## config.mk

```make
export PLATFORM = sky130hd
export DESIGN_NAME = control_datagram_deframer
export DESIGN_NICKNAME = d
export VERILOG_FILES = /design/src/rtl/cdd_pkg.sv /design/src/rtl/cdd_front.sv /design/src/rtl/cdd_queue.sv /design/src/rtl/control_datagram_deframer.sv
export SDC_FILE = /design/constraint.sdc
export NUM_CORES = 1
export LEC_CHECK = 0
export BUFFER_PORTS_ARGS = -buffer_cell sky130_fd_sc_hd__buf_2
export CAP_MARGIN = 20
export CORE_MARGIN = 3
export CORE_UTILIZATION = 50
export DETAILED_ROUTE_END_ITERATION = 8
export GPL_ROUTABILITY_DRIVEN = 1
export GPL_TIMING_DRIVEN = 0
export PLACE_DENSITY = 0.69
export SLEW_MARGIN = 20
export SYNTH_ARGS = -nofsm -noshare
export SYNTH_HDL_FRONTEND = slang
export SYNTH_SLANG_ARGS = --single-unit
```

## constraint.sdc

```tcl
create_clock -name clk -period 8.46 [get_ports clk]
set_clock_uncertainty 0.1 [all_clocks]
set_input_delay 0.846 -clock clk [delete_from_list [all_inputs] [get_ports clk]]
set_output_delay 0.846 -clock clk [all_outputs]
set_load 0.1 [all_outputs]
```

## src/rtl/cdd_pkg.sv

```systemverilog
// types, constants and the crc helper of the control datagram deframer
package cdd_pkg;

  localparam int LENGTH_BITS = 16;
  localparam int SIZE_BITS   = 16;

  localparam logic [31:0] CRC_POLY   = 32'hEDB88320;
  localparam logic [31:0] CRC_PRESET = 32'hFFFFFFFF;

  typedef enum logic [1:0] {
    PH_DGRAM   = 2'd0,
    PH_CMDHDR  = 2'd1,
    PH_PAYLOAD = 2'd2,
    PH_PAD     = 2'd3
  } phase_t;

  typedef enum logic [1:0] {
    KIND_NONE    = 2'd0,
    KIND_PAYLOAD = 2'd1,
    KIND_EMPTY   = 2'd2
  } kind_t;

  typedef enum logic [2:0] {
    ST_OK      = 3'd0,
    ST_IGNORED = 3'd1,
    ST_ODD     = 3'd2,
    ST_SHORT   = 3'd3,
    ST_MAGIC   = 3'd4,
    ST_CRC     = 3'd5,
    ST_HEADER  = 3'd6,
    ST_PARTIAL = 3'd7
  } status_t;

  typedef enum logic {
    REG_MAGIC = 1'b0,
    REG_UID   = 1'b1
  } reg_t;

  typedef struct packed {
    logic [7:0]  data_in;
    logic        last_byte;
    logic [31:0] sender_uid;
  } in_item_t;

  typedef struct packed {
    logic [1:0]  kind;
    logic [15:0] command;
    logic [7:0]  payload_byte;
    logic        first_of_payload;
    logic        last_of_payload;
    logic        end_of_datagram;
    logic [2:0]  status;
  } out_item_t;

  // reflected crc-32, one byte
  function automatic logic [31:0] crc_byte(input logic [31:0] crc_in, input logic [7:0] b);
    logic [31:0] c;
    c = crc_in ^ {24'd0, b};
    for (int i = 0; i < 8; i++) begin
      c = c[0] ? ((c >> 1) ^ CRC_POLY) : (c >> 1);
    end
    return c;
  endfunction

endpackage

```

## src/rtl/cdd_front.sv

```systemverilog
// front part: parses bytes, keeps the crc and builds result transactions
module cdd_front (
  input  logic                clk,
  input  logic                rst,
  input  logic                accept,
  input  cdd_pkg::in_item_t   item,
  input  logic [31:0]         magic_value,
  input  logic [31:0]         own_uid,
  output logic                push,
  output cdd_pkg::out_item_t  result
);

  logic [cdd_pkg::LENGTH_BITS-1:0] byte_count, byte_count_next;
  logic [1:0]                      size_mod4, size_mod4_next;
  logic                            sender_ignored, sender_ignored_next;
  logic [31:0]                     received_magic, received_magic_next;
  logic [31:0]                     received_crc, received_crc_next;
  logic [31:0]                     running_crc, running_crc_next;
  logic [31:0]                     command_header, command_header_next;
  cdd_pkg::phase_t                 parse_phase, parse_phase_next;
  logic [cdd_pkg::SIZE_BITS-1:0]   bytes_left, bytes_left_next;

  logic [cdd_pkg::SIZE_BITS-1:0] size, dec;
  logic [1:0]                    pad;
  cdd_pkg::kind_t                kind;
  logic [15:0]                   cmd;
  logic                          first, lastp;
  cdd_pkg::status_t              status;

  always_comb begin
    byte_count_next     = byte_count;
    size_mod4_next      = size_mod4 + 2'd1;
    received_magic_next = received_magic;
    received_crc_next   = received_crc;
    running_crc_next    = running_crc;
    command_header_next = command_header;
    parse_phase_next    = parse_phase;
    bytes_left_next     = bytes_left;
    kind  = cdd_pkg::KIND_NONE;
    cmd   = 16'd0;
    first = 1'b0;
    lastp = 1'b0;
    size  = command_header[31:16];
    dec   = '0;
    pad   = 2'd0;

    sender_ignored_next = (byte_count == '0)
        ? ((item.sender_uid != 32'd0) && (item.sender_uid != own_uid))
        : sender_ignored;

    if (parse_phase == cdd_pkg::PH_DGRAM) begin
      if (byte_count < cdd_pkg::LENGTH_BITS'(4)) begin
        received_magic_next = {received_magic[23:0], item.data_in};
      end else begin
        received_crc_next = {received_crc[23:0], item.data_in};
      end
      if (byte_count >= cdd_pkg::LENGTH_BITS'(7)) begin
        parse_phase_next = cdd_pkg::PH_CMDHDR;
        bytes_left_next  = '0;
      end
    end else begin
      running_crc_next = cdd_pkg::crc_byte(running_crc, item.data_in);
      case (parse_phase)
        cdd_pkg::PH_CMDHDR: begin
          command_header_next = {command_header[23:0], item.data_in};
          bytes_left_next     = bytes_left + 1'b1;
          if (bytes_left_next >= cdd_pkg::SIZE_BITS'(4)) begin
            if (command_header_next[31:16] == '0) begin
              kind            = cdd_pkg::KIND_EMPTY;
              cmd             = command_header_next[15:0];
              bytes_left_next = '0;
            end else begin
              parse_phase_next = cdd_pkg::PH_PAYLOAD;
              bytes_left_next  = command_header_next[31:16];
            end
          end
        end
        cdd_pkg::PH_PAYLOAD: begin
          kind  = cdd_pkg::KIND_PAYLOAD;
          cmd   = command_header[15:0];
          first = (bytes_left == size);
          lastp = (bytes_left <= cdd_pkg::SIZE_BITS'(1));
          dec   = (bytes_left != '0) ? bytes_left - 1'b1 : '0;
          bytes_left_next = dec;
          if (dec == '0) begin
            pad = 2'd0 - size[1:0];
            if (pad != 2'd0) begin
              parse_phase_next = cdd_pkg::PH_PAD;
              bytes_left_next  = cdd_pkg::SIZE_BITS'(pad);
            end else begin
              parse_phase_next = cdd_pkg::PH_CMDHDR;
            end
          end
        end
        default: begin
          dec = (bytes_left != '0) ? bytes_left - 1'b1 : '0;
          bytes_left_next = dec;
          if (dec == '0) begin
            parse_phase_next = cdd_pkg::PH_CMDHDR;
          end
        end
      endcase
    end

    if (byte_count != '1) begin
      byte_count_next = byte_count + 1'b1;
    end

    if (sender_ignored_next) begin
      kind  = cdd_pkg::KIND_NONE;
      cmd   = 16'd0;
      first = 1'b0;
      lastp = 1'b0;
    end

    status = cdd_pkg::ST_OK;
    if (item.last_byte) begin
      if (sender_ignored_next) begin
        status = cdd_pkg::ST_IGNORED;
      end else if (size_mod4_next != 2'd0) begin
        status = cdd_pkg::ST_ODD;
      end else if (byte_count_next < cdd_pkg::LENGTH_BITS'(8)) begin
        status = cdd_pkg::ST_SHORT;
      end else if (received_magic_next != magic_value) begin
        status = cdd_pkg::ST_MAGIC;
      end else if (received_crc_next != ~running_crc_next) begin
        status = cdd_pkg::ST_CRC;
      end else if (parse_phase_next == cdd_pkg::PH_CMDHDR && bytes_left_next != '0) begin
        status = cdd_pkg::ST_HEADER;
      end else if (parse_phase_next == cdd_pkg::PH_PAYLOAD) begin
        status = cdd_pkg::ST_PARTIAL;
      end
    end

    push                    = accept && ((kind != cdd_pkg::KIND_NONE) || item.last_byte);
    result.kind             = kind;
    result.command          = cmd;
    result.payload_byte     = (kind == cdd_pkg::KIND_PAYLOAD) ? item.data_in : 8'd0;
    result.first_of_payload = first;
    result.last_of_payload  = lastp;
    result.end_of_datagram  = item.last_byte;
    result.status           = status;
  end

  always_ff @(posedge clk) begin
    if (rst || (accept && item.last_byte)) begin
      byte_count     <= '0;
      size_mod4      <= 2'd0;
      sender_ignored <= 1'b0;
      received_magic <= 32'd0;
      received_crc   <= 32'd0;
      running_crc    <= cdd_pkg::CRC_PRESET;
      command_header <= 32'd0;
      parse_phase    <= cdd_pkg::PH_DGRAM;
      bytes_left     <= '0;
    end else if (accept) begin
      byte_count     <= byte_count_next;
      size_mod4      <= size_mod4_next;
      sender_ignored <= sender_ignored_next;
      received_magic <= received_magic_next;
      received_crc   <= received_crc_next;
      running_crc    <= running_crc_next;
      command_header <= command_header_next;
      parse_phase    <= parse_phase_next;
      bytes_left     <= bytes_left_next;
    end
  end

endmodule

```

## src/rtl/cdd_queue.sv

```systemverilog
// back part: two-entry result queue that drives the output channel
module cdd_queue (
  input  logic               clk,
  input  logic               rst,
  input  logic               push,
  input  cdd_pkg::out_item_t push_item,
  output logic               full,
  output logic               out_valid,
  input  logic               out_stall,
  output cdd_pkg::out_item_t out_data
);

  cdd_pkg::out_item_t mem [2];
  logic       wr_ptr, rd_ptr;
  logic [1:0] count;
  logic       pop;

  assign full      = (count == 2'd2);
  assign out_valid = (count != 2'd0);
  assign out_data  = mem[rd_ptr];
  assign pop       = out_valid && !out_stall;

  always_ff @(posedge clk) begin
    if (push) begin
      mem[wr_ptr] <= push_item;
    end
  end

  always_ff @(posedge clk) begin
    if (rst) begin
      wr_ptr <= 1'b0;
      rd_ptr <= 1'b0;
      count  <= 2'd0;
    end else begin
      if (push) begin
        wr_ptr <= ~wr_ptr;
      end
      if (pop) begin
        rd_ptr <= ~rd_ptr;
      end
      count <= count + {1'b0, push} - {1'b0, pop};
    end
  end

endmodule

```

## src/rtl/control_datagram_deframer.sv

```systemverilog
// top level of the control datagram deframer
//
//  channel  direction  handshake          payload
//  in       input      in_valid/in_stall  in_data (one datagram byte)
//  out      output     out_valid/out_stall out_data (payload byte, flag or verdict)
//  apb      input      psel/penable/pready magic_value at 0x0, own_uid at 0x4
//
// one byte is taken per clock while in_stall is low; the result of a byte
// enters the queue in the same cycle and, if the queue was empty, is shown on
// out from the next cycle on; the two-entry queue between parser and output
// sets the stall: in_stall is high while both entries are filled
// rst is synchronous and clears parser state, queue and registers
// a final byte returns the parser to its start state for the next datagram
module control_datagram_deframer (
  input  logic               clk,
  input  logic               rst,
  // byte input
  input  logic               in_valid,
  output logic               in_stall,
  input  cdd_pkg::in_item_t  in_data,
  // result output
  output logic               out_valid,
  input  logic               out_stall,
  output cdd_pkg::out_item_t out_data,
  // register port
  input  logic               psel,
  input  logic               penable,
  input  logic               pwrite,
  input  logic [2:0]         paddr,
  input  logic [31:0]        pwdata,
  output logic [31:0]        prdata,
  output logic               pready
);

  logic               full;
  logic               accept;
  logic               push;
  cdd_pkg::out_item_t push_item;
  logic [31:0]        magic_value;
  logic [31:0]        own_uid;
  cdd_pkg::reg_t      reg_sel;

  // configuration registers, written in the access phase
  assign pready  = 1'b1;
  assign reg_sel = cdd_pkg::reg_t'(paddr[2]);

  always_ff @(posedge clk) begin
    if (rst) begin
      magic_value <= 32'd0;
      own_uid     <= 32'd0;
    end else if (psel && penable && pwrite) begin
      case (reg_sel)
        cdd_pkg::REG_MAGIC: magic_value <= pwdata;
        cdd_pkg::REG_UID:   own_uid     <= pwdata;
        default: ;
      endcase
    end
  end

  always_comb begin
    case (reg_sel)
      cdd_pkg::REG_MAGIC: prdata = magic_value;
      cdd_pkg::REG_UID:   prdata = own_uid;
      default:            prdata = 32'd0;
    endcase
  end

  // byte transaction taken whenever the queue has room
  assign in_stall = full;
  assign accept   = in_valid && !in_stall;

  cdd_front u_front (
    .clk         (clk),
    .rst         (rst),
    .accept      (accept),
    .item        (in_data),
    .magic_value (magic_value),
    .own_uid     (own_uid),
    .push        (push),
    .result      (push_item)
  );

  cdd_queue u_queue (
    .clk       (clk),
    .rst       (rst),
    .push      (push),
    .push_item (push_item),
    .full      (full),
    .out_valid (out_valid),
    .out_stall (out_stall),
    .out_data  (out_data)
  );

endmodule

```

Word-level counts from Yosys, hierarchy flattened --
Memories as Yosys holds them, arrays and structs flattened. A register that Yosys moved wholly into a read port is not among the register bits. Index checks and enable logic that the tools add are counted.
Word-level totals: input port bits 83, logic and storage cells 139, memory bits (writable) 64, memories 1, output and inout bits 67, flip-flop bits (word level) 233
Operators by class: equality and inequality tests 11, reduce and logical (&&, ||, !) cells 26, $lt $le $gt $ge 5, add/subtract/negate cells 7, bitwise gates (word level) 14, muxes and demuxes 61
Memory list:
- u_queue.mem | depth 2, width 32, read ports 1, clocked after Yosys merged registers in 1, wr ports 1, RTL line cdd_queue.sv:13 | cdd_pkg::out_item_t mem [2];
Operators with widths (count):
- $mux W32 | 13
- $mux W16 | 12
- $not A13 Y14 | 8
- $ne A32 B32 Y1 | 3
- $pmux W16 S2 | 2
- $pmux W32 S2 | 1
- $logic_not A16 Y1 | 3
- $add A16 B1 Y16 const B | 2
- $ge A16 B3 Y1 const B | 2
- $not A32 Y32 | 1
- $reduce_bool A16 Y1 | 2
- $reduce_bool A32 Y1 | 1
- $xor A32 B8 Y32 | 1
- $mux W3 | 8
- $mux W2 | 11
- $eq A16 B16 Y1 | 1
- $le A16 B1 Y1 const B | 1
- $lt A16 B3 Y1 const B | 1
- $lt A16 B4 Y1 const B | 1
- $ne A16 B16 Y1 const B | 1
- $sub A16 B1 Y16 const B | 1
- $mux W1 | 11
- $logic_and A1 B1 Y1 | 8
- $mux W8 | 1
- other kinds (14) | 28

Longest topological paths before layout --
Gate-level depths: netlist (run 1).
depth after elaboration 26, mapped depth 15, depth with buffers taken out 12

By module --
From an unflattened synthesis (run 1), not the netlist that was laid out.
Unflattened totals: cells, all modules 1849, area, all modules 17186.5 um2
By module, submodules not included:
- cdd_front | cells each 1442, instances 1, sequential area each 3303.2 um2, area each 11436.0 um2
- control_datagram_deframer | cells each 284, instances 1, sequential area each 1281.2 um2, area each 3071.7 um2
- cdd_queue | cells each 123, instances 1, sequential area each 2021.9 um2, area each 2678.8 um2

Worst setup path after synthesis (run 1) --
No wires, ideal clock.
kind flip-flop to flip-flop, start point register u_front.bytes_left[2] (netlist bit), end point memory u_queue.mem[0][0] (netlist bit) (enable), library setup time 425 ps, cell stages (with the launch flop) 12, clock period less this slack 4678 ps, arrival time 4154 ps, path slack 3782 ps, data required time 7935 ps, buffers on the path 3, cell sequence dfxtp_1 buf_2 buf_1 nand4_1 nor4_1 mux2i_1 a21oi_1 a211oi_1 and3_1 clkbuf_1 o31a_1 nor2b_1
On the way: longest elaborated chain between the ends 11
Ends and longest elaborated chain:
- start: declaration | RTL line cdd_front.sv:21 | logic [cdd_pkg::SIZE_BITS-1:0] bytes_left, bytes_left_next;
- start signal: assignment | RTL line cdd_front.sv:165 | bytes_left <= bytes_left_next;
- $add A16 B1 Y16 | RTL line cdd_front.sv:66 | bytes_left_next = bytes_left + 1'b1;
- $ge A16 B3 Y1 | RTL line cdd_front.sv:67 | if (bytes_left_next >= cdd_pkg::SIZE_BITS'(4)) begin
- $mux W2 | RTL line cdd_front.sv:67
- $pmux W2 S2 | RTL line cdd_front.sv:63 | case (parse_phase)
- $mux W2 | RTL line cdd_front.sv:51 | if (parse_phase == cdd_pkg::PH_DGRAM) begin
- $mux W2 | RTL line cdd_front.sv:109 | if (sender_ignored_next) begin
- $reduce_bool A2 Y1 | RTL line cdd_front.sv:135 | push = accept && ((kind != cdd_pkg::KIND_NONE) || item.last_byte);
- $logic_or A1 B1 Y1 | RTL line cdd_front.sv:135
- $logic_and A1 B1 Y1 | RTL line cdd_front.sv:135
- via push | RTL line control_datagram_deframer.sv:37 | logic push;
- $mux W1 | RTL line cdd_queue.sv:24 | if (push) begin
- $mux W1 (not written as such) | RTL line cdd_queue.sv:25 | mem[wr_ptr] <= push_item;
- end: declaration | RTL line cdd_queue.sv:13
The timed path passes the listed nets, and every way through them passes these cells.

==> reports/results.ini, run 1 <==
[setup_path]
critPathMaxFanout = 10
worstPathArrival_ns = 5.35
endpoint_kind = flip-flop
required_ns = 8.76
startpoint_type = flip-flop
critPathKind = reg2reg

[min_path]
hp-class = reg2reg

[route]
via_per_inst = 6.10
vias = 16300
wl_per_cell_microns = 22.2
drt_iter0_drc = 1703
dr.pass1.iters = 5
wl_mm = 59.6
detail-route-antenna-nets = 0
drc_errors = 0

[global_routing]
grt_max_degree = 32
grt_pass1_vias = 15500
overflow = 0
grt.total_usage_pct = 31.8
grt_pass1_wl_mm = 90.7
antenna_found_initial = 0

[layout]
final_common_cell = nand2_1
diodes = 0
nets = 2308
syn_to_final_growth_pct = 14.0
mostFrequentLayoutCells = nand2_1 (431), dfxtp_1 (234), a21oi_1 (216)
drive_gt1_share_pct = 13.4

[synth]
synthTopCellsByArea = dfxtp_1 (27%), edfxtp_1 (11%), nand2_1 (9.4%), a21oi_1 (6.3%), xnor2_1 (4.9%)
syn_area_sq_mm = 0.0171
ys_async_sr_fraction_pct = 0
ys_warn_count = 0
synth_cell_types = 89
ys.flop_type = dfxtp_1
synth_edf_count = 64
syn_nets = 2135
synth_cells = 2037
synth_largest_area_cell = dfxtp_1
synth-seq-cells = 298
avgSynthCellArea_sq_um = 8.41
synth-seq-area-share_pct = 38.5
yosysTopAreaCellShare_pct = 27.3

[timing]
period_needed_ns = 5.05
finalSetupViolations = 0
max_freq_ghz = 0.198
hold_viol = 0
slew_headroom_pct = 33.2
setup-tns-final_ns = 0
worst_pin_slew_ns = 0.995
fin_crit_sh_pct = 59.7
maxSlewViolCount = 0
rsz0062_at_grt = false

[clock_network]
clock_latency_ns = 0.59
clk_path_buf_depth = 3
clockRootBuffer = clkbuf_16
clock_sinks = 298
postCtsHoldBufs = 0
cts-buffers-inserted = 31
post_cts_resized = 0
cts_setup_buffers = 0
h-tree-depth = 1
path_clk_slew_ns = 0.07
cts_tree = yes

[run]
cap_violations = 0

[floorplanning]
chipWidth_microns = 191
design.core.area_sq_mm = 0.0337
die_h_microns = 191
die-area_sq_mm = 0.0365
start_util_pct = 50.9
placementRows = 67
io_pins = 150

[power_and_ir_drop]
leakage_nw = 7.56
ir_worst_vdd_v = 0.000216
powerDensity_mw_per_mm2 = 258
power_mw = 5.04

[placement]
dp_hpwl_mm = 44.8
portBuffers = 138
globalplace.congestion = 1.04

[status]
status = finished, final reports clean

[worst max-delay path: stages, from the launching register on]
cell and delay (ns):
dfxtp_1 0.53, inv_1 0.16, ha_1 0.21, clkbuf_1 0.18
nor4b_1 0.19, nand4_1 0.31, clkbuf_1 0.65, clkbuf_1 0.58
nor2_1 0.08, a21oi_1 0.18, xor2_1 0.35, nand4_1 0.18
nor2_1 0.21, nand4_1 0.23, a2111oi_0 0.43, o31a_1 0.27
[power breakdown]
| part | internal [mW] | leakage, nW | switching, mW |
|---|---|---|---|
| clock network | 0.874 | 0.528 | 0.583 |
| logic | 0.617 | 4.52 | 1.35 |
| registers | 1.53 | 2.51 | 0.0771 |
| total | 3.02 | 7.56 | 2.01 |
[layer usage]
layer | vias to the layer above | part of all wire (%) | track usage (%)
met2 | 846 | 45 | 50.6
met1 | 7838 | 43 | 44.4
met3 | 135 | 9.1 | 4.88
met5 | - | 0 | 0
li1 | 7530 | - | -
met4 | 0 | 3.5 | 10.3
[metrics by stage]
step	util (%)	cell area [sq um]	cells	setup WS [ns]	hold WS [ns]
6_report	58.0	19500	2681	3.41	0.354
5_1_grt	58.0	19500	2681	3.28	0.380
4_1_cts	58.0	19500	2681	3.62	0.358
3_5_place_dp	54.7	18400	2625	3.67	0.350
3_3_place_gp	54.6	18400	2623	2.04	0.338
2_1_floorplan	-	17100	2037	3.78	0.332
[logic make-up after synthesis]
family | count (synthesis) | synth area share, %
AOI/OAI and AO/OA | 431 | 15.6
xor gates and xnor gates | 210 | 12.8
adders and majority gates | 15 | 1.09
buffers and inverters | 184 | 4.22
DFF | 298 | 38.5
muxes | 93 | 5.87
other | 1 | 0.0219
and+or+nand+nor | 805 | 21.9
[registers in the layout, indices dropped and copies added, names as in the netlist, 2 cells and up, named ones only]
name,count
u_queue.count,2
u_front.command_header,32
u_front.received_crc,32
u_front.received_magic,32
u_front.running_crc,32
magic_value,32
u_queue.mem,64
u_front.parse_phase,2
own_uid,32
u_front.size_mod4,2
u_front.byte_count,16
u_front.bytes_left,16
[final timing paths]
kind	end	slack [ns]	startpoint	cells after the start
setup reg to reg	u_queue.mem[1][1]	3.41	u_front.parse_phase[1]	15
hold reg to reg	u_front.received_magic[25]	0.35	u_front.received_magic[25]	2
setup / recovery	u_queue.mem[1][1]	3.41	u_front.parse_phase[1]	15
hold / removal	u_front.received_magic[25]	0.35	u_front.received_magic[25]	2
[cells in the mapped netlist, drive strengths merged, types with 7 or more instances]
library cell / number
nand4: 34
and2: 17
nand2b: 8
nor2: 101
edfxtp: 64
a22o: 17
nor4: 50
or3: 8
and3: 19
ha: 15
a21oi: 216
nand3: 48
xnor3: 15
o31ai: 9
nor3: 34
a31oi: 11
mux2i: 33
o21ai: 42
xnor2: 104
clkbuf: 102
nor2b: 9
o211ai: 36
mux2: 60
buf: 41
nor4b: 7
nand2: 431
inv: 40
or2: 7
and4: 7
a211oi: 14
o22ai: 16
xor2: 89
dfxtp: 234
[area by class of cell]
class	count	area [sq um]
flip-flops and latches	298	6610
clock inverters	15	210
fillers	3109	14200
clock buffers	41	873
repair buffers	140	738
plain buffers	143	569
multi-input cells	1555	9830
inverters	41	154
well taps	448	561
No activity file was read; power rests on OpenSTA's default activity.
==> run 2: changes to the inputs <==
--- a/config.mk
+++ b/config.mk
@@ -12,7 +12,7 @@
 export DETAILED_ROUTE_END_ITERATION = 8
 export GPL_ROUTABILITY_DRIVEN = 1
 export GPL_TIMING_DRIVEN = 0
-export PLACE_DENSITY = 0.69
+export PLACE_DENSITY = 0.71
 export SLEW_MARGIN = 20
 export SYNTH_ARGS = -nofsm -noshare
 export SYNTH_HDL_FRONTEND = slang
==> constraint.sdc (replaced) <==
create_clock -name clk -period 4.47 [get_ports clk]
set_clock_uncertainty 0.1 [all_clocks]
set_input_delay 0.447 -clock clk [delete_from_list [all_inputs] [get_ports clk]]
set_output_delay 0.447 -clock clk [all_outputs]
set_load 0.1 [all_outputs]
==> run 2 against run 1 <==
Effect of this change: core utilization rose by 0.48 points; setup slack got worse by 3.3 ns; design area rose by 0.83%.
==> reports/results.ini, run 2 (synthesis results as in run 1) <==
[timing]
fin_crit_sh_pct = 96.7
rsz0062_at_grt = false
period_needed_ns = 4.32
hold_viol = 0
worst_pin_slew_ns = 1.06
worst_slack_ns = 0.147
finalSetupViolations = 0
slew_headroom_pct = 29.0
max_freq_ghz = 0.231
maxSlewViolCount = 0

[setup_path]
critPathKind = reg2reg
startpoint_type = flip-flop
crit_buf_inv = 3
critPathMaxFanout = 10
slowest_stage = or4b_1
endpoint_kind = flip-flop
required_ns = 4.72
critPathTopFamily = simple AND/OR/NAND/NOR gates
slowest_delay_ns = 0.51
crit_path_frequent_cell = or4b_1
worstPathArrival_ns = 4.57
crit_chain = clkbuf_2, inv_1, ha_1, or4b_1, nor4_1, xnor2_1, and4b_1, buf_2, a21oi_1, or4b_1, nand3_1, nor3_1, a2111oi_0, o31a_1

[layout]
fillCellCount = 3102
nets = 2311
mostFrequentLayoutCells = nand2_1 (430), dfxtp_1 (234), a21oi_1 (216)
largest_register_ffs = 64
top_register = u_queue.mem
stdcell_area_sq_mm = 0.0197
syn_to_final_growth_pct = 14.9
final_cells = 2689
drive_gt1_share_pct = 14.4
utilization_pct = 58.5
final_common_cell = nand2_1

[global_routing]
grt_max_degree = 24
grt_pass1_vias = 15500
grt_pass1_wl_mm = 91.9
met2_usage_pct = 52.1
antenna_found_initial = 1
overflow = 0
grt.busiest_layer = met2
grt.total_usage_pct = 32.4
use_met3_pct = 4.51
grt_use_met1_pct = 45.0

[power_and_ir_drop]
powerDensity_mw_per_mm2 = 493
ir_worst_vdd_v = 0.000400
power_mw = 9.71
leakage_nw = 7.64

[clock_network]
cts-buffers-inserted = 35
cts_tree = yes
clockRootBuffer = clkbuf_16
path_clk_slew_ns = 0.06
clock_latency_ns = 0.53
postCtsHoldBufs = 0
clock_sinks = 298
h-tree-depth = 2
clk_path_buf_depth = 3

[route]
vias = 16300
drt_iter0_drc = 1781
via_per_inst = 6.06
wl_mm = 60.7
wl_per_cell_microns = 22.6
drc_errors = 0
dr.pass1.iters = 6
detail-route-antenna-nets = 0

[placement]
portBuffers = 138
dp_slack_ns = -0.470
dp_hpwl_mm = 45.6
dpl.cell_count = 2625
dpl-instance-area_sq_mm = 0.0185
globalplace.congestion = 1.00

[floorplanning]
chipWidth_microns = 191
start_util_pct = 50.9
design.core.area_sq_mm = 0.0337
die_h_microns = 191
placementRows = 67
io_pins = 150
die-area_sq_mm = 0.0365

[min_path]
hp-class = in2reg

[run]
cap_violations = 0

[status]
status = finished, final reports clean

## run 2: cell types whose count changed in the layout (fill, tap and decap cells not counted), sizes merged
cell | before | now
clkinv | 8 | 12
clkinvlp | 2 | 4
bufinv | 5 | 4
buf | 181 | 182
diode | 0 | 1
clkbuf | 143 | 144
## run 2: per-stage QoR
step	hold slack [ns]	TNS, ns
final	0.0787	0
after global routing	0.0762	0
after CTS	0.0646	0
after detailed placement	0.350	-11.37
after global placement	0.338	-65.97
after floorplan	0.332	0
## run 2: path summary, 6_finish.rpt
check | from | endpoint | slack, ns | cells past startpoint
worst max-delay path | u_front.bytes_left[0] | u_queue.mem[1][1] | 0.15 | 14
worst min-delay path | pwdata[26] | own_uid[26] | 0.08 | 3
worst max register to register | u_front.bytes_left[0] | u_queue.mem[1][1] | 0.15 | 14
worst min register to register | u_front.received_magic[28] | u_front.received_magic[28] | 0.35 | 2
## run 2: timing repair
action / in CTS / in global routing
pin swaps: 0 / 1
resized for setup: 8 / 21
setup buffers: 1 / 1
endpoints found under the setup margin: 71 / 71
## run 2: where the power goes
part | internal [mW] | switching (mW)
clock network | 1.73 | 1.17
logic | 1.18 | 2.59
registers | 2.90 | 0.146
## run 2: final cells by class
type	instances	area, sq um	share of cell area [%]
Antenna cell	1	2.50	0.0127
Buffer	140	574	2.92
Clock buffer	44	931	4.73
Clock inverter	20	231	1.18
Inverter	41	158	0.800
Multi-Input combinational cell	1555	9870	50.1
Sequential cell	298	6610	33.5
Tap cell	448	561	2.85
Timing Repair Buffer	142	761	3.86
## run 2: per-layer routing
metal  vias up  part of all wire, %  routed length, microns
met5         -                    0                       0
met4         0                  3.3                    2020
met3       132                  9.0                    5450
met2       848                   46                   27600
met1      7762                   42                   25600
li1       7544                    -                       -
## run 2: worst reg2reg max path: stages (launching register included)
cell	delay [ns]
dfxtp_1	0.39
clkbuf_2	0.28
inv_1	0.23
ha_1	0.22
or4b_1	0.51
nor4_1	0.29
xnor2_1	0.26
and4b_1	0.26
buf_2	0.18
a21oi_1	0.07
or4b_1	0.48
nand3_1	0.14
nor3_1	0.09
a2111oi_0	0.40
o31a_1	0.26
==> run 3: changes to the inputs <==
--- a/config.mk
+++ b/config.mk
@@ -5,6 +5,7 @@
 export SDC_FILE = /design/constraint.sdc
 export NUM_CORES = 1
 export LEC_CHECK = 0
+export ABC_AREA = 1
 export BUFFER_PORTS_ARGS = -buffer_cell sky130_fd_sc_hd__buf_2
 export CAP_MARGIN = 20
 export CORE_MARGIN = 3
==> run 3 against run 2 <==
Effect of this change: final cell count up 19%; first-iteration DRC count down 11%; synthesized cell count grew 24%; critical path depth up 9; core utilization shrank 0.25 points; highest routed layer unchanged.
==> reports/results.ini, run 3 <==
[status]
status = finished, final reports clean

[global_routing]
grt_pass1_vias = 16900
antenna_found_initial = 0
grt.total_usage_pct = 31.4
grt_pass1_wl_mm = 94.6
overflow = 0
grt_max_degree = 34

[route]
dr.pass1.iters = 6
wl_mm = 61.1
drt_iter0_drc = 1586
vias = 17900
drc_errors = 0
detail-route-antenna-nets = 0
wl_per_cell_microns = 19.1
via_per_inst = 5.60

[synth]
synth_edf_count = 64
syn_nets = 2631
synth-seq-area-share_pct = 37.3
synth_largest_area_cell = dfxtp_1
synth_cells = 2533
ys_warn_count = 0
ys.flop_type = dfxtp_1
synth-seq-cells = 298
ys_async_sr_fraction_pct = 0
ys_top_cells_by_count = nand2_1 (507), o21ai_0 (345), inv_1 (324), nor2_1 (247), dfxtp_1 (234)
synthTopCellsByArea = dfxtp_1 (26%), edfxtp_1 (11%), nand2_1 (11%), o21ai_0 (9.8%), inv_1 (6.9%)
yosysMostFrequentCell = nand2_1
yosysTopAreaCellShare_pct = 26.5
syn_area_sq_mm = 0.0177
synth_cell_types = 52
avgSynthCellArea_sq_um = 6.99

[layout]
utilization_pct = 58.2
seqCellArea_sq_mm = 0.00661
fillCellCount = 3361
stdcell_area_sq_mm = 0.0202
multi_input_area_sq_mm = 0.00930
syn_to_final_growth_pct = 14.1
diodes = 0
top_register = u_queue.mem
drive_gt1_share_pct = 12.5
nets = 2816
mostFrequentLayoutCells = nand2_1 (507), o21ai_0 (345), inv_1 (323)
final_common_cell = nand2_1
largest_register_ffs = 64

[setup_path]
required_ns = 4.65
worstReg2RegEnd = u_queue.mem[0][2]
rr_worst_depth = 23
critPathKind = reg2reg
worst-r2r-setup-slack_ns = 0.28
worstPathArrival_ns = 4.37
endpoint = u_queue.mem[0][2]
critPathMaxFanout = 10
r2r-start = u_front.bytes_left[0]
crit_start = u_front.bytes_left[0]
endpoint_kind = flip-flop
startpoint_type = flip-flop

[floorplanning]
chipWidth_microns = 194
die_h_microns = 194
placementRows = 68
die-area_sq_mm = 0.0377
start_util_pct = 51.0
io_pins = 150
design.core.area_sq_mm = 0.0347

[placement]
dp_hpwl_mm = 47.1
globalplace.congestion = 0.965
portBuffers = 146
dpl-instance-area_sq_mm = 0.0190

[clock_network]
h-tree-depth = 2
path_clk_slew_ns = 0.06
cts-buffers-inserted = 35
cts_setup_buffers = 0
clock_latency_ns = 0.55
clockRootBuffer = clkbuf_16
clk_path_buf_depth = 3
clock_sinks = 298
cts_tree = yes

[timing]
finalSetupViolations = 0
maxSlewViolCount = 0
max_freq_ghz = 0.239
rsz0062_at_grt = false
fin_crit_sh_pct = 93.7
slew_headroom_pct = 38.4
period_needed_ns = 4.19
worst_pin_slew_ns = 0.914
hold_viol = 0

[min_path]
hp-class = in2reg

[power_and_ir_drop]
ir_worst_vdd_v = 0.000462
leakage_nw = 9.34
powerDensity_mw_per_mm2 = 645
power_mw = 13.0

[run]
cap_violations = 0

run 3: changes by cell type after synthesis, moves of 18 or more:
cell      change
a21oi_1      -49
and3_1       -18
inv_1       +284
mux2_2       -28
mux2i_1      -33
nand2_1      +76
nand3_1      +49
nor2_1      +146
nor4_1       -25
o211ai_1     -19
o21ai_0     +305
or2_2        +21
xnor2_1      -64
run 3: cell type report:
| class | instances | share of cell area [%] |
|---|---|---|
| buffer | 126 | 2.73 |
| clock buffer | 44 | 4.60 |
| clock inverter | 19 | 1.10 |
| inverter | 335 | 6.22 |
| multi-input combinational | 1774 | 46.0 |
| sequential | 298 | 32.7 |
| tap | 455 | 2.82 |
| timing repair buffer | 148 | 3.80 |
run 3: timing repair:
item | CTS | global route
gates resized for setup | 0 | 2
endpoints found under the setup margin | 0 | 6
endpoints found under the hold margin | 1 | 0
hold buffers | 1 | 0
run 3: cell families (layout without fill, tap and decap cells):
| group | Yosys count | count (layout) | share of synthesized area, % |
|---|---|---|---|
| buf+inv | 461 | 672 | 10.2 |
| fa+ha+maj | 15 | 15 | 1.06 |
| other cells | 1 | 1 | 0.0212 |
| compound gates | 575 | 575 | 17.0 |
| xor+xnor | 140 | 140 | 7.48 |
| simple gates | 1011 | 1011 | 24.9 |
| mux | 32 | 32 | 2.04 |
| flops | 298 | 298 | 37.3 |
run 3: power by group:
part	internal, mW	switching [mW]	total [mW]	leakage [nW]
clock	1.67	1.22	2.89	0.551
combinational	1.88	4.84	6.72	6.28
sequential	3.16	0.263	3.42	2.52
total	6.71	6.32	13.0	9.34
run 3: how the worst min path moves through the flow:
stage,startpoint,end,slack (ns),cells past startpoint
final,pwdata[3],own_uid[3],0.05,3
after floorplan,u_queue.count[1],u_queue.count[1],0.32,1
after global placement,u_queue.rd_ptr,u_queue.rd_ptr,0.34,1
after global routing,pwdata[3],own_uid[3],0.05,3
after CTS,pwdata[7],magic_value[7],0.04,3
after detailed placement,u_queue.rd_ptr,flip-flop,0.36,1
run 3: per-layer routing:
layer | track usage [%] | routed length [microns] | vias to the layer above
met2 | 52.8 | 28600 | 777
met5 | 0 | 0 | -
met4 | 11.9 | 2390 | 0
met1 | 41.4 | 25800 | 8351
li1 | - | - | 8633
met3 | 3.96 | 4340 | 165
run 3: critical path, stage by stage (launching register included):
cell and delay [ns]:
dfxtp_1 0.59, ha_1 0.28, inv_1 0.06, nor2_2 0.28
nand2_1 0.13, xor2_1 0.15, nand2_1 0.06, nor2_1 0.42
nand3_4 0.20, buf_6 0.19, nand4_1 0.09, nand2_1 0.06
inv_1 0.06, nand2_1 0.04, nand2_1 0.05, nand2_1 0.07
nor2_1 0.19, nand2_1 0.07, nor2_1 0.19, nand2_1 0.11
nand2_1 0.07, nand2_1 0.06, o21ai_1 0.28, inv_1 0.11
run 3: per-stage QoR:
step | instances | hold WS (ns) | TNS, ns | setup WS [ns]
2_1_floorplan | 2533 | 0.322 | 0 | 0.812
3_3_place_gp | 3134 | 0.338 | -23.37 | -0.733
3_5_place_dp | 3135 | 0.356 | 0 | 0.130
4_1_cts | 3199 | 0.0390 | 0 | 0.108
5_1_grt | 3199 | 0.0474 | 0 | 0.0692
6_report | 3199 | 0.0460 | 0 | 0.282
